<file path="src/rtl/core/vnth_pkg.sv">
// ----------------------------------------------------------------------------
// vnth_pkg
// Shared widths and constants of the value noise terrain height core.
// ----------------------------------------------------------------------------
package vnth_pkg;

   localparam int COORD_BITS  = 16;
   localparam int CELL_LOG2   = 4;
   localparam int LAT_BITS    = COORD_BITS - CELL_LOG2;
   localparam int HEIGHT_BITS = 16;
   localparam int NOISE_BITS  = 44;
   localparam int SMOOTH_BITS = 36;
   localparam int INTERP_BITS = 40;
   localparam int SCALED_BITS = 48;
   localparam int BLEND_SHIFT = 34 + 2 * CELL_LOG2;
   localparam int NUM_STAGES  = 8;
   localparam int HASH_STAGES = 4;

   localparam logic [31:0] HASH_ROW_MUL = 32'd57;
   localparam logic [31:0] HASH_SQ_MUL  = 32'd15731;
   localparam logic [31:0] HASH_SQ_ADD  = 32'd789221;
   localparam logic [31:0] HASH_OFFSET  = 32'd1376312589;
   localparam logic [30:0] HASH_MASK    = 31'h7fff_ffff;
   localparam logic [31:0] LATTICE_ONE  = 32'h4000_0000;

   localparam logic [HEIGHT_BITS-1:0] LIMIT_RESET = 16'd62;

   typedef logic signed [31:0] lattice_type;

endpackage

</file>
<file path="src/rtl/core/vnth_hash.sv">
// ----------------------------------------------------------------------------
// vnth_hash
// Four-stage integer hash of one lattice point into a Q1.30 noise value.
// ----------------------------------------------------------------------------
module vnth_hash (
   input  logic                    clock,
   input  logic [vnth_pkg::HASH_STAGES-1:0] stage_en,
   input  logic [31:0]             lat_x,
   input  logic [31:0]             lat_z,
   output vnth_pkg::lattice_type   value
);

   logic [31:0] n1_ff, n1_in;
   logic [31:0] n2_ff, sq_ff;
   logic [31:0] n3_ff, poly_ff;
   vnth_pkg::lattice_type value_ff;
   logic [31:0] mix;
   logic [31:0] prod;

   // combine coordinates and scramble
   always_comb begin
      mix   = lat_x + lat_z * vnth_pkg::HASH_ROW_MUL;
      n1_in = (mix << 13) ^ mix;
   end

   assign prod = n3_ff * poly_ff + vnth_pkg::HASH_OFFSET;

   always_ff @(posedge clock) begin
      if (stage_en[0]) begin
         n1_ff <= n1_in;
      end
      if (stage_en[1]) begin
         n2_ff <= n1_ff;
         sq_ff <= n1_ff * n1_ff;
      end
      if (stage_en[2]) begin
         n3_ff   <= n2_ff;
         poly_ff <= sq_ff * vnth_pkg::HASH_SQ_MUL + vnth_pkg::HASH_SQ_ADD;
      end
      if (stage_en[3]) begin
         value_ff <= $signed(vnth_pkg::LATTICE_ONE)
                   - $signed({1'b0, prod[30:0] & vnth_pkg::HASH_MASK});
      end
   end

   assign value = value_ff;

endmodule

</file>
<file path="config.mk">
export PLATFORM = sky130hd
export DESIGN_NAME = vnth_hash
export DESIGN_NICKNAME = d
export VERILOG_FILES = /design/src/rtl/core/vnth_pkg.sv /design/src/rtl/core/vnth_hash.sv
export SDC_FILE = /design/constraint.sdc
export NUM_CORES = 2
export LEC_CHECK = 0
export BUFFER_PORTS_ARGS = -buffer_cell sky130_fd_sc_hd__buf_2
export CAP_MARGIN = 25
export CORE_ASPECT_RATIO = 1.2
export CORE_MARGIN = 4
export CORE_UTILIZATION = 61
export DETAILED_ROUTE_END_ITERATION = 6
export PLACE_DENSITY = 0.79
export SLEW_MARGIN = 40
export SYNTH_ARGS = -nofsm -noshare
export SYNTH_HDL_FRONTEND = slang
export SYNTH_SLANG_ARGS = --single-unit
</file>
<file path="constraint.sdc">
create_clock -name clock -period 18 [get_ports clock]
set_input_delay 0.9 -clock clock [delete_from_list [all_inputs] [get_ports clock]]
set_output_delay 0.9 -clock clock [all_outputs]
set_load 0.005 [all_outputs]
</file>
; Word level (Yosys, flattened, before mapping)
; Index checks and enable logic that the tools add are counted.
[totals]
register_bits = 192
word_cells = 15
[op_classes]
n_addsub = 4
n_mul = 4
bitwise_logic = 1
[op_table]
columns = cell, n
row1 = $add 32x20->32 const B, 1
row2 = $add 32x32->32, 1
row3 = $mul 32x14->32 const B, 1
row4 = $mul 32x32->31, 1
row5 = $mul 32x32->32, 1
row6 = $mul 32x6->32 const B, 1
row7 = $sub 31x31->32 const A, 1
row8 = $xor 32x32->32, 1
row9 = $add 31x31->31 const B, 1

; Longest topological paths before layout
[depth]
ltp_word = 3
mapped_depth = 30
depth_no_buf = 27

; Worst setup path after synthesis
; OpenSTA, ideal clock, no wires.
[synth_path]
kind = register -> register
from = register poly_ff[5]
to = register value_ff[29], in the netlist value[29] (data pin)
arrival_time_ns = 7.227
slack_ns = 10.515
stages_incl_launch_ff = 26
period_less_slack_ns = 7.485
path_cell_list = edfxtp_1 > clkbuf_1 > and2_1 > fa_1 > fa_1 > fa_1 > inv_1 > fa_1 > inv_1 > fa_1 > inv_1 > fa_1 > inv_1 > fa_1 > fa_1 > ha_1 > o21a_1 > or2_2 > a21oi_1 > o21ai_2 > xnor2_2 > nor3b_4 > nand4b_4 > or4_4 > nor3_2 > nor2_1
[synth_between]
elab_chain_len = 3
[synth_rtl]
columns = element, line
row1 = "start, declared", vnth_hash.sv:15  ; logic [31:0] n3_ff, poly_ff;
row2 = "start signal, assigned", vnth_hash.sv:38  ; poly_ff <= sq_ff * vnth_pkg::HASH_SQ_MUL + vnth_pkg::HASH_SQ_ADD;
row3 = $mul 32x32->31, vnth_hash.sv:26  ; assign prod = n3_ff * poly_ff + vnth_pkg::HASH_OFFSET;
row4 = $add 31x31->31, vnth_hash.sv:26
row5 = $sub 31x31->32, vnth_hash.sv:42  ; - $signed({1'b0, prod[30:0] & vnth_pkg::HASH_MASK});
row6 = "end signal, assigned", vnth_hash.sv:41  ; value_ff <= $signed(vnth_pkg::LATTICE_ONE)
row7 = "end, declared", vnth_hash.sv:16  ; vnth_pkg::lattice_type value_ff;
; No other way between the ends.
; A chain may end at the register's enable or synchronous reset.

; Worst setup path in the final report
[layout_path]
from = register n3_ff[10]
to = register value_ff[29], in the netlist value[29] (data pin)
[layout_between]
elab_chain_len = 3
[layout_rtl]
columns = element, line
row1 = "start, declared", vnth_hash.sv:15
row2 = "start signal, assigned", vnth_hash.sv:37  ; n3_ff <= n2_ff;
row3 = $mul 32x32->31, vnth_hash.sv:26
row4 = $add 31x31->31, vnth_hash.sv:26
row5 = $sub 31x31->32, vnth_hash.sv:42
; No other way between the ends.

==> impl_metrics.tcl <==
set metrics [dict create \
    synth_edf_count 184 \
    dpl.cell_count 5397 \
    worst_ep_required_time_ns 18.27 \
    hold_ws_ns 0.4224 \
    syn_area_per_cell_um2 9.983 \
    max_slew_margin 0.3690 \
    synth_top_area_frac 0.4244 \
    synth_area_um2 44430 \
    yosysMostFrequentCell "inv_1" \
    yosys-top-cells-count "inv_1, fa_1, ha_1, and2_1, nand2_1" \
    finalHoldViolCount 0 \
    routed-via-count 29605 \
    synth_top_family_by_area "adder cells" \
    hold_class "reg2reg" \
    wl_mm 97.58 \
    io_buffers 98 \
    cp-start-kind "register" \
    row_count 108 \
    synthToLayoutAreaGrowth_pct 4.998 \
    final_cell_area_um2 46650 \
    synth_xor_xnor_area_share 0.05209 \
    clock_latency_ns 0.51 \
    ys.flop_type "edfxtp_1" \
    dr.pass1.iters 7 \
    setup_viol 0 \
    tritoncts "yes" \
    design.core.area_um2 72290 \
    netlist_instances 4451 \
    ios 101 \
    fin_crit_sh 0.4555 \
    cts_setup_buffers 0 \
    drive_above_1_share 0.04620 \
    yosysSeqAreaShare 0.1243 \
    gp_congestion 0.9103 \
    grt_pass1_vias 33650 \
    cts_buffers 17 \
    detail-route-antenna-nets 0 \
    grt_max_degree 62 \
    dp_hpwl_mm 80.42 \
    clk_pin_slew_ns 0.09 \
    wl_per_cell_um 17.94 \
    cts_resized 0 \
    fin_nets 5960 \
    post-route-drc-count 0 \
    antenna_found_initial 1 \
    dieArea_um2 77240 \
    setup_tns_ns 0 \
    start_util 0.6146 \
    tightest_slew_ns 0.9465 \
    hold_buffers 0 \
    grt_pass1_wl_mm 164.0 \
    fmax_ghz 0.1220 \
    rsz0062_at_grt "false" \
    clk_path_buf_depth 2 \
    grt_util_all_layers 0.2693 \
    finalCriticalPeriod_ns 8.200 \
    synth_area_leaders "fa_1, ha_1, edfxtp_1" \
    clock-sinks 184 \
    fp.dieH_um 303.7 \
    drt_iter0_markers 1485 \
    async_flop_share 0 \
    yosys.area_share.simple 0.1109 \
    drv_cap 0 \
    arrival_ns 8.47 \
    synth_adder_area_share 0.5539 \
    cp-end-kind "register" \
    place_area_um2 45910 \
    yosysWarnings 0 \
    status "complete, no violations" \
    ys_ff_latch 184 \
    holdPathStages 0 \
    viasPerCell 5.444 \
    cp_max_fo 20 \
    synthDistinctLibCells 84 \
    final_cell_count_no_fill 5438 \
    critPathKind "reg2reg" \
    synthMuxAreaShare 0.0006758 \
    overflow 0 \
    cts_root_buf "clkbuf_16" \
    fillCellCount 5532 \
    synth_top_area_cell "fa_1" \
    chipWidth_um 254.4 \
    synth_compound_area_frac 0.04269 \
    clock_skew_ns 0.01950 \
    r2r_cells 23 \
    report.final.slew_viol_count 0 \
    cts_max_level 4 \
]
final timing paths:
check                                  to  slack (ns)  startpoint
worst max-delay path            value[29]        9.80   n3_ff[10]
worst min-delay path             n3_ff[2]        0.42    n2_ff[2]
worst min register to register   n3_ff[2]        0.42    n2_ff[2]
worst max register to register  value[29]        9.80   n3_ff[10]
area by class of cell:
type	count	area, µm²	share of cell area
inverter	1241	4658	0.09984
multi-input combinational	2908	33800	0.7244
clock buffer	17	425.4	0.009118
timing repair buffer	137	859.6	0.01842
antenna	1	2.502	0.00005364
tap	935	1170	0.02508
clock inverter	15	216.5	0.004640
sequential	184	5525	0.1184
cell usage in the layout (no fill, tap or decap), drive strengths merged, types with 4 or more instances in the layout:
| master | Yosys | layout |
|---|---|---|
| inv | 1241 | 1246 |
| buf | 3 | 137 |
| o211ai | 6 | 6 |
| edfxtp | 184 | 184 |
| ha | 460 | 460 |
| nand4 | 4 | 4 |
| xor2 | 62 | 62 |
| nor2 | 63 | 63 |
| and2 | 376 | 376 |
| nor3 | 25 | 25 |
| nand2 | 371 | 371 |
| o31ai | 6 | 6 |
| o21a | 14 | 14 |
| clkbuf | 117 | 17 |
| o21bai | 18 | 18 |
| nand3 | 23 | 23 |
| conb | 2 | 4 |
| a211oi | 10 | 10 |
| and3 | 16 | 16 |
| xnor2 | 197 | 197 |
| nor3b | 4 | 4 |
| a31oi | 12 | 12 |
| nor2b | 19 | 19 |
| a21oi | 94 | 94 |
| nor4 | 4 | 4 |
| o21ai | 55 | 55 |
| or2 | 10 | 10 |
| nand3b | 4 | 4 |
| clkinv | 0 | 10 |
| or3 | 6 | 6 |
| nand2b | 16 | 16 |
| fa | 942 | 942 |
| a21o | 40 | 40 |
cell families (layout without fill, tap and decap cells):
group                    Yosys count  after routing
adder cells (fa/ha/maj)         1402           1402
buffers and inverters           1361           1410
AND/OR/NAND/NOR                  953            953
AO/OA/AOI/OAI                    286            286
XOR/XNOR                         260            260
flip-flops                       184            184
multiplexers                       3              3
other                              2              5
metal layers:
layer	vias up	share of wire	track usage
met4	0	0.052	0.1164
met3	335	0.058	0.04388
met5	-	0	0
li1	13260	-	-
met1	15051	0.35	0.2998
met2	959	0.54	0.5038
state kept, by name, summed over array words and instances (netlist names):
signal,count
n2_ff,31
n3_ff,31
n1_ff,31
sq_ff,29
value,32
poly_ff,30
worst max-delay path: stages (launching register included):
cell	delay [ns]
edfxtp_1	0.92
and2_1	0.26
fa_1	0.42
fa_1	0.49
fa_1	0.52
inv_1	0.06
fa_1	0.47
inv_1	0.05
fa_1	0.49
inv_1	0.05
fa_1	0.52
inv_1	0.05
fa_1	0.49
fa_1	0.41
ha_1	0.38
a21oi_1	0.24
o21ai_1	0.15
nand3b_1	0.31
o221a_2	0.39
nor3b_4	0.26
nand4b_4	0.18
or4_4	0.61
nor3_2	0.16
nor2_1	0.07
stage by stage:
step | setup WS (ns) | utilization
2_1_floorplan | 10.52 | -
3_3_place_gp | 9.701 | 0.6337
3_5_place_dp | 9.751 | 0.6350
4_1_cts | 9.738 | 0.6439
5_1_grt | 9.499 | 0.6453
6_report | 9.800 | 0.6453
Power is not shown: default switching activity piles up to over one toggle a cycle in this logic, so the estimate is an artifact.
